==> src/rtl/clm_pkg.sv <==
// Shared types and constants of the circular list manager.
`default_nettype none

package clm_pkg;

    localparam int LIST_DEPTH_DEF = 16;
    localparam int QUEUE_DEPTH    = 2;
    localparam int VALUE_W        = 32;

    // Request kinds as they arrive on the input port
    localparam logic [2:0] KIND_INS_HEAD  = 3'd0;
    localparam logic [2:0] KIND_INS_TAIL  = 3'd1;
    localparam logic [2:0] KIND_INS_AFTER = 3'd2;
    localparam logic [2:0] KIND_DELETE    = 3'd3;
    localparam logic [2:0] KIND_SEARCH    = 3'd4;

    // Result status codes
    localparam logic [1:0] STATUS_OK        = 2'd0;
    localparam logic [1:0] STATUS_NOT_FOUND = 2'd1;
    localparam logic [1:0] STATUS_EMPTY     = 2'd2;
    localparam logic [1:0] STATUS_FULL      = 2'd3;

    typedef enum logic [2:0] {
        OP_INS_HEAD,
        OP_INS_TAIL,
        OP_INS_AFTER,
        OP_DELETE,
        OP_SEARCH,
        OP_NOP
    } op_t;

    typedef struct packed {
        op_t                        op;
        logic signed [VALUE_W-1:0]  value;
        logic signed [VALUE_W-1:0]  target;
    } cmd_t;

endpackage

`default_nettype wire

==> src/rtl/circular_list_manager.sv <==
// A rejected or ignored item gives its result straight from idle; an insert at head or tail
// takes a slot from the free stack or a never-used one and links it in; search and delete
// walk one node a cycle, up to LIST_DEPTH nodes, and an insert-after that finds its target
// and a free slot then takes and links a slot the same way. The back end runs one item at a
// time and takes the next only once the previous result has been handed over.
// Reset: rst_n clears the list to empty with every slot free; the node store is not cleared.
`default_nettype none

module circular_list_manager #(
    parameter int LIST_DEPTH = clm_pkg::LIST_DEPTH_DEF
) (
    input  wire logic                                  clk,
    input  wire logic                                  rst_n,
    input  wire logic                                  in_valid,
    output logic                                       in_ready,
    input  wire logic [2:0]                            kind,
    input  wire logic signed [clm_pkg::VALUE_W-1:0]    value,
    input  wire logic signed [clm_pkg::VALUE_W-1:0]    target,
    output logic                                       out_valid,
    input  wire logic                                  out_ready,
    output logic [1:0]                                 status,
    output logic                                       found
);

    logic            push_valid;
    logic            push_ready;
    clm_pkg::cmd_t   push_cmd;
    logic            pop_valid;
    logic            pop_ready;
    clm_pkg::cmd_t   pop_cmd;

    clm_front u_front (
        .clk        (clk),
        .rst_n      (rst_n),
        .in_valid   (in_valid),
        .in_ready   (in_ready),
        .kind       (kind),
        .value      (value),
        .target     (target),
        .push_valid (push_valid),
        .push_ready (push_ready),
        .push_cmd   (push_cmd)
    );

    clm_queue u_queue (
        .clk        (clk),
        .rst_n      (rst_n),
        .push_valid (push_valid),
        .push_ready (push_ready),
        .push_cmd   (push_cmd),
        .pop_valid  (pop_valid),
        .pop_ready  (pop_ready),
        .pop_cmd    (pop_cmd)
    );

    clm_back #(
        .LIST_DEPTH (LIST_DEPTH)
    ) u_back (
        .clk        (clk),
        .rst_n      (rst_n),
        .pop_valid  (pop_valid),
        .pop_ready  (pop_ready),
        .pop_cmd    (pop_cmd),
        .out_valid  (out_valid),
        .out_ready  (out_ready),
        .status     (status),
        .found      (found)
    );

endmodule

`default_nettype wire

==> src/rtl/clm_front.sv <==
// Front end: takes items from the input port, decodes the kind and hands commands on.
`default_nettype none

module clm_front (
    input  wire logic                                  clk,
    input  wire logic                                  rst_n,
    input  wire logic                                  in_valid,
    output logic                                       in_ready,
    input  wire logic [2:0]                            kind,
    input  wire logic signed [clm_pkg::VALUE_W-1:0]    value,
    input  wire logic signed [clm_pkg::VALUE_W-1:0]    target,
    output logic                                       push_valid,
    input  wire logic                                  push_ready,
    output clm_pkg::cmd_t                              push_cmd
);

    logic            hold_valid_reg;
    logic            hold_valid_next;
    clm_pkg::cmd_t   hold_cmd_reg;
    clm_pkg::cmd_t   hold_cmd_next;
    clm_pkg::op_t    op_dec;
    logic            accept;

    always_comb
    begin
        case (kind)
            clm_pkg::KIND_INS_HEAD:  op_dec = clm_pkg::OP_INS_HEAD;
            clm_pkg::KIND_INS_TAIL:  op_dec = clm_pkg::OP_INS_TAIL;
            clm_pkg::KIND_INS_AFTER: op_dec = clm_pkg::OP_INS_AFTER;
            clm_pkg::KIND_DELETE:    op_dec = clm_pkg::OP_DELETE;
            clm_pkg::KIND_SEARCH:    op_dec = clm_pkg::OP_SEARCH;
            default:                 op_dec = clm_pkg::OP_NOP;
        endcase
    end

    assign in_ready   = !hold_valid_reg || push_ready;
    assign accept     = in_valid && in_ready;
    assign push_valid = hold_valid_reg;
    assign push_cmd   = hold_cmd_reg;

    always_comb
    begin
        hold_valid_next = hold_valid_reg && !push_ready;
        hold_cmd_next   = hold_cmd_reg;
        if (accept)
        begin
            hold_valid_next      = 1'b1;
            hold_cmd_next.op     = op_dec;
            hold_cmd_next.value  = value;
            hold_cmd_next.target = target;
        end
    end

    always_ff @(posedge clk or negedge rst_n)
    begin
        if (!rst_n)
        begin
            hold_valid_reg <= 1'b0;
        end
        else
        begin
            hold_valid_reg <= hold_valid_next;
        end
    end

    always_ff @(posedge clk)
    begin
        hold_cmd_reg <= hold_cmd_next;
    end

endmodule

`default_nettype wire

==> src/rtl/clm_queue.sv <==
// Short command queue between the front end and the list engine.
`default_nettype none

module clm_queue (
    input  wire logic            clk,
    input  wire logic            rst_n,
    input  wire logic            push_valid,
    output logic                 push_ready,
    input  wire clm_pkg::cmd_t   push_cmd,
    output logic                 pop_valid,
    input  wire logic            pop_ready,
    output clm_pkg::cmd_t        pop_cmd
);

    localparam int PTR_W = (clm_pkg::QUEUE_DEPTH > 1) ? $clog2(clm_pkg::QUEUE_DEPTH) : 1;
    localparam int CNT_W = $clog2(clm_pkg::QUEUE_DEPTH + 1);
    localparam logic [PTR_W-1:0] LAST_PTR = PTR_W'(clm_pkg::QUEUE_DEPTH - 1);

    clm_pkg::cmd_t      entry_reg [clm_pkg::QUEUE_DEPTH];
    logic [PTR_W-1:0]   wr_ptr_reg;
    logic [PTR_W-1:0]   wr_ptr_next;
    logic [PTR_W-1:0]   rd_ptr_reg;
    logic [PTR_W-1:0]   rd_ptr_next;
    logic [CNT_W-1:0]   count_reg;
    logic [CNT_W-1:0]   count_next;
    logic               do_push;
    logic               do_pop;

    assign push_ready = (count_reg != CNT_W'(clm_pkg::QUEUE_DEPTH));
    assign pop_valid  = (count_reg != '0);
    assign pop_cmd    = entry_reg[rd_ptr_reg];
    assign do_push    = push_valid && push_ready;
    assign do_pop     = pop_valid && pop_ready;

    always_comb
    begin
        wr_ptr_next = wr_ptr_reg;
        rd_ptr_next = rd_ptr_reg;
        count_next  = count_reg;
        if (do_push)
        begin
            wr_ptr_next = (wr_ptr_reg == LAST_PTR) ? '0 : wr_ptr_reg + PTR_W'(1);
        end
        if (do_pop)
        begin
            rd_ptr_next = (rd_ptr_reg == LAST_PTR) ? '0 : rd_ptr_reg + PTR_W'(1);
        end
        if (do_push && !do_pop)
        begin
            count_next = count_reg + CNT_W'(1);
        end
        else if (do_pop && !do_push)
        begin
            count_next = count_reg - CNT_W'(1);
        end
    end

    always_ff @(posedge clk or negedge rst_n)
    begin
        if (!rst_n)
        begin
            wr_ptr_reg <= '0;
            rd_ptr_reg <= '0;
            count_reg  <= '0;
        end
        else
        begin
            wr_ptr_reg <= wr_ptr_next;
            rd_ptr_reg <= rd_ptr_next;
            count_reg  <= count_next;
        end
    end

    always_ff @(posedge clk)
    begin
        if (do_push)
        begin
            entry_reg[wr_ptr_reg] <= push_cmd;
        end
    end

endmodule

`default_nettype wire

==> src/rtl/clm_back.sv <==
// List engine: node store, free stack, list walk and result register.
`default_nettype none

module clm_back #(
    parameter int LIST_DEPTH = clm_pkg::LIST_DEPTH_DEF
) (
    input  wire logic            clk,
    input  wire logic            rst_n,
    input  wire logic            pop_valid,
    output logic                 pop_ready,
    input  wire clm_pkg::cmd_t   pop_cmd,
    output logic                 out_valid,
    input  wire logic            out_ready,
    output logic [1:0]           status,
    output logic                 found
);

    localparam int IDX_W = $clog2(LIST_DEPTH);
    localparam int CNT_W = $clog2(LIST_DEPTH + 1);
    localparam int VW    = clm_pkg::VALUE_W;
    localparam logic [CNT_W-1:0] FULL_CNT = CNT_W'(LIST_DEPTH);

    typedef enum logic [2:0] {
        S_IDLE,
        S_WFIRST,
        S_WALK,
        S_ALLOC,
        S_ALLOC_RD,
        S_LINK,
        S_LINK2
    } state_t;

    // Node store and free stack
    logic [VW-1:0]      val_mem  [LIST_DEPTH];
    logic [IDX_W-1:0]   link_mem [LIST_DEPTH];
    logic [IDX_W-1:0]   fs_mem   [LIST_DEPTH];
    logic [VW-1:0]      val_q;
    logic [IDX_W-1:0]   link_q;
    logic [IDX_W-1:0]   fs_q;

    logic [IDX_W-1:0]   rd_addr;
    logic [IDX_W-1:0]   fs_raddr;
    logic               val_we;
    logic [IDX_W-1:0]   val_waddr;
    logic [VW-1:0]      val_wdata;
    logic               link_we;
    logic [IDX_W-1:0]   link_waddr;
    logic [IDX_W-1:0]   link_wdata;
    logic               fs_we;
    logic [IDX_W-1:0]   fs_waddr;
    logic [IDX_W-1:0]   fs_wdata;
    logic [CNT_W-1:0]   sp_dec;

    state_t             state_reg,       state_next;
    clm_pkg::op_t       op_reg,          op_next;
    logic [VW-1:0]      key_reg,         key_next;
    logic [VW-1:0]      value_reg,       value_next;
    logic [CNT_W-1:0]   used_reg,        used_next;
    logic [CNT_W-1:0]   sp_reg,          sp_next;
    logic [CNT_W-1:0]   fresh_reg,       fresh_next;
    logic [CNT_W-1:0]   cnt_reg,         cnt_next;
    logic [IDX_W-1:0]   tail_reg,        tail_next;
    logic [IDX_W-1:0]   cur_reg,         cur_next;
    logic [IDX_W-1:0]   prev_reg,        prev_next;
    logic [IDX_W-1:0]   anchor_reg,      anchor_next;
    logic [IDX_W-1:0]   anchor_nx_reg,   anchor_nx_next;
    logic [IDX_W-1:0]   new_reg,         new_next;
    logic               was_empty_reg,   was_empty_next;
    logic               capt_reg,        capt_next;
    logic               out_valid_reg,   out_valid_next;
    logic [1:0]         status_reg,      status_next;
    logic               found_reg,       found_next;

    assign out_valid = out_valid_reg;
    assign status    = status_reg;
    assign found     = found_reg;
    assign sp_dec    = sp_reg - CNT_W'(1);

    always_comb
    begin
        state_next     = state_reg;
        op_next        = op_reg;
        key_next       = key_reg;
        value_next     = value_reg;
        used_next      = used_reg;
        sp_next        = sp_reg;
        fresh_next     = fresh_reg;
        cnt_next       = cnt_reg;
        tail_next      = tail_reg;
        cur_next       = cur_reg;
        prev_next      = prev_reg;
        anchor_next    = anchor_reg;
        anchor_nx_next = anchor_nx_reg;
        new_next       = new_reg;
        was_empty_next = was_empty_reg;
        capt_next      = capt_reg;
        out_valid_next = out_valid_reg && !out_ready;
        status_next    = status_reg;
        found_next     = found_reg;

        pop_ready  = 1'b0;
        rd_addr    = cur_reg;
        fs_raddr   = sp_dec[IDX_W-1:0];
        val_we     = 1'b0;
        val_waddr  = new_reg;
        val_wdata  = value_reg;
        link_we    = 1'b0;
        link_waddr = new_reg;
        link_wdata = anchor_nx_reg;
        fs_we      = 1'b0;
        fs_waddr   = sp_reg[IDX_W-1:0];
        fs_wdata   = cur_reg;

        case (state_reg)
            S_IDLE:
            begin
                // hold off until the previous result has been taken
                rd_addr = tail_reg;
                if (pop_valid && !out_valid_reg)
                begin
                    pop_ready  = 1'b1;
                    op_next    = pop_cmd.op;
                    value_next = pop_cmd.value;
                    key_next   = (pop_cmd.op == clm_pkg::OP_INS_AFTER) ?
                                 pop_cmd.target : pop_cmd.value;
                    capt_next  = 1'b0;
                    case (pop_cmd.op)
                        clm_pkg::OP_INS_HEAD, clm_pkg::OP_INS_TAIL:
                        begin
                            if (used_reg == FULL_CNT)
                            begin
                                out_valid_next = 1'b1;
                                status_next    = clm_pkg::STATUS_FULL;
                                found_next     = 1'b0;
                            end
                            else
                            begin
                                anchor_next    = tail_reg;
                                capt_next      = 1'b1;
                                was_empty_next = (used_reg == '0);
                                state_next     = S_ALLOC;
                            end
                        end
                        clm_pkg::OP_INS_AFTER, clm_pkg::OP_SEARCH:
                        begin
                            if (used_reg == '0)
                            begin
                                out_valid_next = 1'b1;
                                status_next    = clm_pkg::STATUS_NOT_FOUND;
                                found_next     = 1'b0;
                            end
                            else
                            begin
                                state_next = S_WFIRST;
                            end
                        end
                        clm_pkg::OP_DELETE:
                        begin
                            if (used_reg == '0)
                            begin
                                out_valid_next = 1'b1;
                                status_next    = clm_pkg::STATUS_EMPTY;
                                found_next     = 1'b0;
                            end
                            else
                            begin
                                state_next = S_WFIRST;
                            end
                        end
                        default:
                        begin
                            out_valid_next = 1'b1;
                            status_next    = clm_pkg::STATUS_OK;
                            found_next     = 1'b0;
                        end
                    endcase
                end
            end

            S_WFIRST:
            begin
                // link of the tail names the head
                cur_next   = link_q;
                prev_next  = tail_reg;
                rd_addr    = link_q;
                cnt_next   = '0;
                state_next = S_WALK;
            end

            S_WALK:
            begin
                if (val_q == key_reg)
                begin
                    case (op_reg)
                        clm_pkg::OP_INS_AFTER:
                        begin
                            if (used_reg == FULL_CNT)
                            begin
                                out_valid_next = 1'b1;
                                status_next    = clm_pkg::STATUS_FULL;
                                found_next     = 1'b1;
                                state_next     = S_IDLE;
                            end
                            else
                            begin
                                anchor_next    = cur_reg;
                                anchor_nx_next = link_q;
                                was_empty_next = 1'b0;
                                state_next     = S_ALLOC;
                            end
                        end
                        clm_pkg::OP_DELETE:
                        begin
                            if (used_reg == CNT_W'(1))
                            begin
                                tail_next = '0;
                            end
                            else
                            begin
                                link_we    = 1'b1;
                                link_waddr = prev_reg;
                                link_wdata = link_q;
                                if (cur_reg == tail_reg)
                                begin
                                    tail_next = prev_reg;
                                end
                            end
                            used_next      = used_reg - CNT_W'(1);
                            fs_we          = 1'b1;
                            sp_next        = sp_reg + CNT_W'(1);
                            out_valid_next = 1'b1;
                            status_next    = clm_pkg::STATUS_OK;
                            found_next     = 1'b1;
                            state_next     = S_IDLE;
                        end
                        default:
                        begin
                            out_valid_next = 1'b1;
                            status_next    = clm_pkg::STATUS_OK;
                            found_next     = 1'b1;
                            state_next     = S_IDLE;
                        end
                    endcase
                end
                else if ((cnt_reg + CNT_W'(1)) == used_reg)
                begin
                    out_valid_next = 1'b1;
                    status_next    = clm_pkg::STATUS_NOT_FOUND;
                    found_next     = 1'b0;
                    state_next     = S_IDLE;
                end
                else
                begin
                    // advance one node
                    prev_next = cur_reg;
                    cur_next  = link_q;
                    rd_addr   = link_q;
                    cnt_next  = cnt_reg + CNT_W'(1);
                end
            end

            S_ALLOC:
            begin
                if (capt_reg)
                begin
                    anchor_nx_next = link_q;
                end
                if (sp_reg != '0)
                begin
                    sp_next    = sp_dec;
                    state_next = S_ALLOC_RD;
                end
                else
                begin
                    // no recycled slot: take the next slot never used
                    new_next   = fresh_reg[IDX_W-1:0];
                    fresh_next = fresh_reg + CNT_W'(1);
                    state_next = S_LINK;
                end
            end

            S_ALLOC_RD:
            begin
                new_next   = fs_q;
                state_next = S_LINK;
            end

            S_LINK:
            begin
                val_we     = 1'b1;
                link_we    = 1'b1;
                link_wdata = was_empty_reg ? new_reg : anchor_nx_reg;
                used_next  = used_reg + CNT_W'(1);
                if (was_empty_reg || (op_reg == clm_pkg::OP_INS_TAIL) ||
                    ((op_reg == clm_pkg::OP_INS_AFTER) && (anchor_reg == tail_reg)))
                begin
                    tail_next = new_reg;
                end
                if (was_empty_reg)
                begin
                    out_valid_next = 1'b1;
                    status_next    = clm_pkg::STATUS_OK;
                    found_next     = (op_reg == clm_pkg::OP_INS_AFTER);
                    state_next     = S_IDLE;
                end
                else
                begin
                    state_next = S_LINK2;
                end
            end

            S_LINK2:
            begin
                link_we        = 1'b1;
                link_waddr     = anchor_reg;
                link_wdata     = new_reg;
                out_valid_next = 1'b1;
                status_next    = clm_pkg::STATUS_OK;
                found_next     = (op_reg == clm_pkg::OP_INS_AFTER);
                state_next     = S_IDLE;
            end

            default:
            begin
                state_next = S_IDLE;
            end
        endcase
    end

    always_ff @(posedge clk or negedge rst_n)
    begin
        if (!rst_n)
        begin
            state_reg     <= S_IDLE;
            op_reg        <= clm_pkg::OP_NOP;
            key_reg       <= '0;
            value_reg     <= '0;
            used_reg      <= '0;
            sp_reg        <= '0;
            fresh_reg     <= '0;
            cnt_reg       <= '0;
            tail_reg      <= '0;
            cur_reg       <= '0;
            prev_reg      <= '0;
            anchor_reg    <= '0;
            anchor_nx_reg <= '0;
            new_reg       <= '0;
            was_empty_reg <= 1'b0;
            capt_reg      <= 1'b0;
            out_valid_reg <= 1'b0;
            status_reg    <= clm_pkg::STATUS_OK;
            found_reg     <= 1'b0;
        end
        else
        begin
            state_reg     <= state_next;
            op_reg        <= op_next;
            key_reg       <= key_next;
            value_reg     <= value_next;
            used_reg      <= used_next;
            sp_reg        <= sp_next;
            fresh_reg     <= fresh_next;
            cnt_reg       <= cnt_next;
            tail_reg      <= tail_next;
            cur_reg       <= cur_next;
            prev_reg      <= prev_next;
            anchor_reg    <= anchor_next;
            anchor_nx_reg <= anchor_nx_next;
            new_reg       <= new_next;
            was_empty_reg <= was_empty_next;
            capt_reg      <= capt_next;
            out_valid_reg <= out_valid_next;
            status_reg    <= status_next;
            found_reg     <= found_next;
        end
    end

    always_ff @(posedge clk)
    begin
        if (val_we)
        begin
            val_mem[val_waddr] <= val_wdata;
        end
        val_q <= val_mem[rd_addr];
    end

    always_ff @(posedge clk)
    begin
        if (link_we)
        begin
            link_mem[link_waddr] <= link_wdata;
        end
        link_q <= link_mem[rd_addr];
    end

    always_ff @(posedge clk)
    begin
        if (fs_we)
        begin
            fs_mem[fs_waddr] <= fs_wdata;
        end
        fs_q <= fs_mem[fs_raddr];
    end

`ifndef ASSERT_OFF
    // between items every slot is either in the list, on the free stack or never used
    a_slot_balance: assert property (@(posedge clk) disable iff (!rst_n)
        (state_reg == S_IDLE) |->
        (({1'b0, used_reg} + {1'b0, sp_reg}) == {1'b0, fresh_reg}))
        else $error("slot accounting broken");

    a_used_bound: assert property (@(posedge clk) disable iff (!rst_n)
        used_reg <= FULL_CNT)
        else $error("list holds more nodes than the store");

    a_walk_bound: assert property (@(posedge clk) disable iff (!rst_n)
        (state_reg == S_WALK) |-> (cnt_reg < used_reg))
        else $error("walk ran past the list");

    a_found_status: assert property (@(posedge clk) disable iff (!rst_n)
        (out_valid_reg && found_reg) |->
        (status_reg == clm_pkg::STATUS_OK || status_reg == clm_pkg::STATUS_FULL))
        else $error("found flag with a miss status");

    a_busy_no_result: assert property (@(posedge clk) disable iff (!rst_n)
        (state_reg != S_IDLE) |-> !out_valid_reg)
        else $error("result pending while an item is in progress");
`endif

endmodule

`default_nettype wire
==> config.mk <==
export PLATFORM = sky130hd
export DESIGN_NAME = circular_list_manager
export DESIGN_NICKNAME = d
export VERILOG_FILES = /design/src/rtl/clm_pkg.sv /design/src/rtl/circular_list_manager.sv /design/src/rtl/clm_front.sv /design/src/rtl/clm_queue.sv /design/src/rtl/clm_back.sv
export SDC_FILE = /design/constraint.sdc
export NUM_CORES = 1
export LEC_CHECK = 0
export ABC_AREA = 1
export BUFFER_PORTS_ARGS = -buffer_cell sky130_fd_sc_hd__buf_2
export CAP_MARGIN = 20
export CORE_ASPECT_RATIO = 1.25
export CORE_MARGIN = 2
export CORE_UTILIZATION = 40
export CTS_CLUSTER_SIZE = 20
export DETAILED_ROUTE_END_ITERATION = 10
export SETUP_SLACK_MARGIN = 0.15
export SLEW_MARGIN = 20
export SYNTH_ARGS = -nofsm -noshare
export SYNTH_HDL_FRONTEND = slang
export SYNTH_SLANG_ARGS = --single-unit
export TNS_END_PERCENT = 1
==> constraint.sdc <==
create_clock -name clk -period 4.4 [get_ports clk]
set_input_delay 0.44 -clock clk [delete_from_list [all_inputs] [get_ports clk]]
set_output_delay 0.44 -clock clk [all_outputs]
set_load 0.05 [all_outputs]
==> impl_metrics.yaml <==
logic_synthesis:
  synth_area_leaders: "edfxtp_1 60%, nand3_1 8.4%, dfrtp_1 7.3%, nand2_1 6.4%, inv_1 4.2%"
  ys_types: 51
  yosys.area.top_type_share_pct: 60.3
  syn_area_sq_mm: 0.0419
  syn_inst: 3727
  yosysWarnings: 0
  async_reset_ff_share_pct: 12.3
  ys_ff_latch: 1005
  synth_edf_count: 841
  yosysTopAreaCell: "edfxtp_1"
  synth_top_flop_cell: "edfxtp_1"
  syn_nets: 3809
  ys_top_cells_by_count: "841 x edfxtp_1, 717 x nand2_1, 700 x nand3_1"
  yosysMostFrequentCell: "edfxtp_1"
  synth_area_per_cell_sq_um: 11.2
  synth.yosys.seq_area_share_pct: 69.6
drt:
  routed_wirelength_um: 105000
  antenna_left: 0
  drc: 0
  via_per_inst: 5.19
  dr.first_iter.drc_count: 2086
  wl_per_cell_um: 19.8
  vias: 27300
  drt_pass1_iterations: 6
die:
  initial_core_util_pct: 40.4
  die_x_um: 294
  rows: 132
  core_sq_mm: 0.104
  fp.dieArea_sq_mm: 0.107
  io_pins: 76
  die_h_um: 366
clock_network:
  cts-root-buf: "clkbuf_16"
  worst_skew_pair.late_latency_ns: 0.68
  cts_sinks: 1005
  cts-htree-levels: 3
  cts_tree: "built"
  cts_buffer_depth: 3
  clkSlewWorstSetupHoldPaths_ns: 0.06
  numCtsBuffers: 102
placement:
  numPortBuffers: 75
  place_hpwl_um: 58400
  routabilityCongestion: 0.938
cells_and_area:
  drive_gt1_share_pct: 8.83
  n_fill_cell: 9317
  area_growth_pct: 15.0
  largest_register_ffs: 512
  fin_nets: 3926
  diodes: 0
global_routing:
  grt_pass1_wl_um: 159000
  grt.total_usage_pct: 19.3
  grt_pass1_vias: 26400
  antenna_found_initial: 1
  grt_overflow: 0
  grt_max_degree: 147
setup_path:
  worstPathArrival_ns: 3.96
  startpoint_type: "flop"
  critical_path.max_fanout: 56
  end_kind: "flop"
  cp.required_ns: 4.87
  critPathKind: "reg -> reg"
timing:
  rsz0062_at_grt: "false"
  post-route-min-period_ns: 3.49
  fmax_mhz: 286
  fin_setup_tns_ns: 0
  worst_pin_slew_ns: 0.968
  fin_skew_ns: 0.0269
  setup_violations: 0
  finalHoldViolCount: 0
  period_share_pct: 79.4
  report.final.slew_viol_count: 0
  relSlewSlack_pct: 35.5
run_status:
  status: "finished, final reports clean"
run:
  max_cap_violations: 0
min_path:
  hp-class: "in -> reg"
stage by stage:
step / utilization [%] / hold WS, ns / std cells / setup WS (ns) / area [sq um]
floorplan: - / 0.144 / 3727 / 0.493 / 41900
global placement: 42.5 / 0.427 / 5011 / 0.900 / 44100
detailed placement: 42.5 / 0.429 / 5011 / 0.875 / 44100
CTS: 46.5 / 0.0346 / 5271 / 0.848 / 48200
global route: 46.5 / 0.0817 / 5272 / 0.588 / 48200
finish: 46.5 / 0.0922 / 5272 / 0.908 / 48200
repair_timing:
item | CTS | global route
hold endpoints to repair | 124 | 0
hold buffers | 68 | 0
resized for setup | 0 | 0
buffers inserted | 0 | 0
cells in the final DEF (no fill, tap or decap), drive strengths merged, types with 30 or more instances in the layout:
cell,Yosys,routed
a21oi,49,49
buf,86,135
clkbuf,104,145
clkinv,1,35
dfrtp,122,122
dfxtp,40,40
dlygate4sd3,0,68
edfxtp,841,841
inv,480,483
mux2i,37,37
nand2,722,722
nand3,700,700
nand3b,73,73
nor2,165,165
o21ai,136,136
xnor2,30,30
final cells by class:
cell class / count / area [sq um] / area share (%)
Sequential cell: 1005 / 29200 / 60.5
Multi-Input combinational cell: 2051 / 10400 / 21.6
Clock buffer: 145 / 2980 / 6.18
Inverter: 481 / 1810 / 3.75
Timing Repair Buffer: 203 / 1750 / 3.62
Tap cell: 1340 / 1680 / 3.48
Clock inverter: 47 / 440 / 0.914
routing by layer:
layer	vias up	global-route usage, %	part of all wire [%]
li1	13000	-	-
met1	13400	24.4	41
met2	728	33.6	51
met3	186	2.28	4.6
met4	0	7.66	3.6
met5	-	0	0
kinds of logic (layout without fill, tap and decap cells):
| kind of cell | Yosys count | in the layout | synth area share [%] |
|---|---|---|---|
| buf+inv | 671 | 876 | 6.19 |
| mux | 38 | 38 | 0.910 |
| simple gates | 1681 | 1681 | 18.0 |
| flops | 1005 | 1005 | 69.6 |
| fa+ha+maj | 11 | 11 | 0.328 |
| compound gates | 274 | 274 | 4.01 |
| xor+xnor | 47 | 47 | 0.982 |
critical path, cell delays in order, from the launching register on:
cell and delay [ns]:
dfrtp_1 0.45, ha_1 0.33, inv_1 0.06, nand2_1 0.06
nand2_1 0.05, nor2_1 0.09, nand3_1 0.07, nor2_1 0.09
nand3_1 0.19, nand2_1 0.26, nand2_1 0.08, nand3_1 0.19
nand2_8 0.13, nand2_8 0.29, buf_12 0.32, nand2_1 0.08
nand3_1 0.08, nand3_1 0.08, nand3_1 0.12, nand2_1 0.25
final timing paths:
path / startpoint / depth (start not counted) / endpoint / slack, ns
worst min-delay path: kind[1] / 2 / u_front.push_cmd[64]$_DFFE_PP_ / 0.09
worst max register to register: u_back.cnt_reg[0]$_DFFE_PN0P_ / 19 / u_back.val_q[20]$_DFF_P_ / 0.91
min in group asynchronous: rst_n / 2 / u_back.cnt_reg[0]$_DFFE_PN0P_ / 0.32
worst min register to register: u_front.push_cmd[44]$_DFFE_PP_ / 0 / u_queue.entry_reg[1][44]$_DFFE_PP_ / 0.44
max in group asynchronous: rst_n / 3 / u_back.val_wdata[13]$_DFFE_PN0P_ / 3.11
worst max-delay path: u_back.cnt_reg[0]$_DFFE_PN0P_ / 19 / u_back.val_q[20]$_DFF_P_ / 0.91
Power is not shown: default switching activity piles up to over one toggle a cycle in this logic, so the estimate is an artifact.
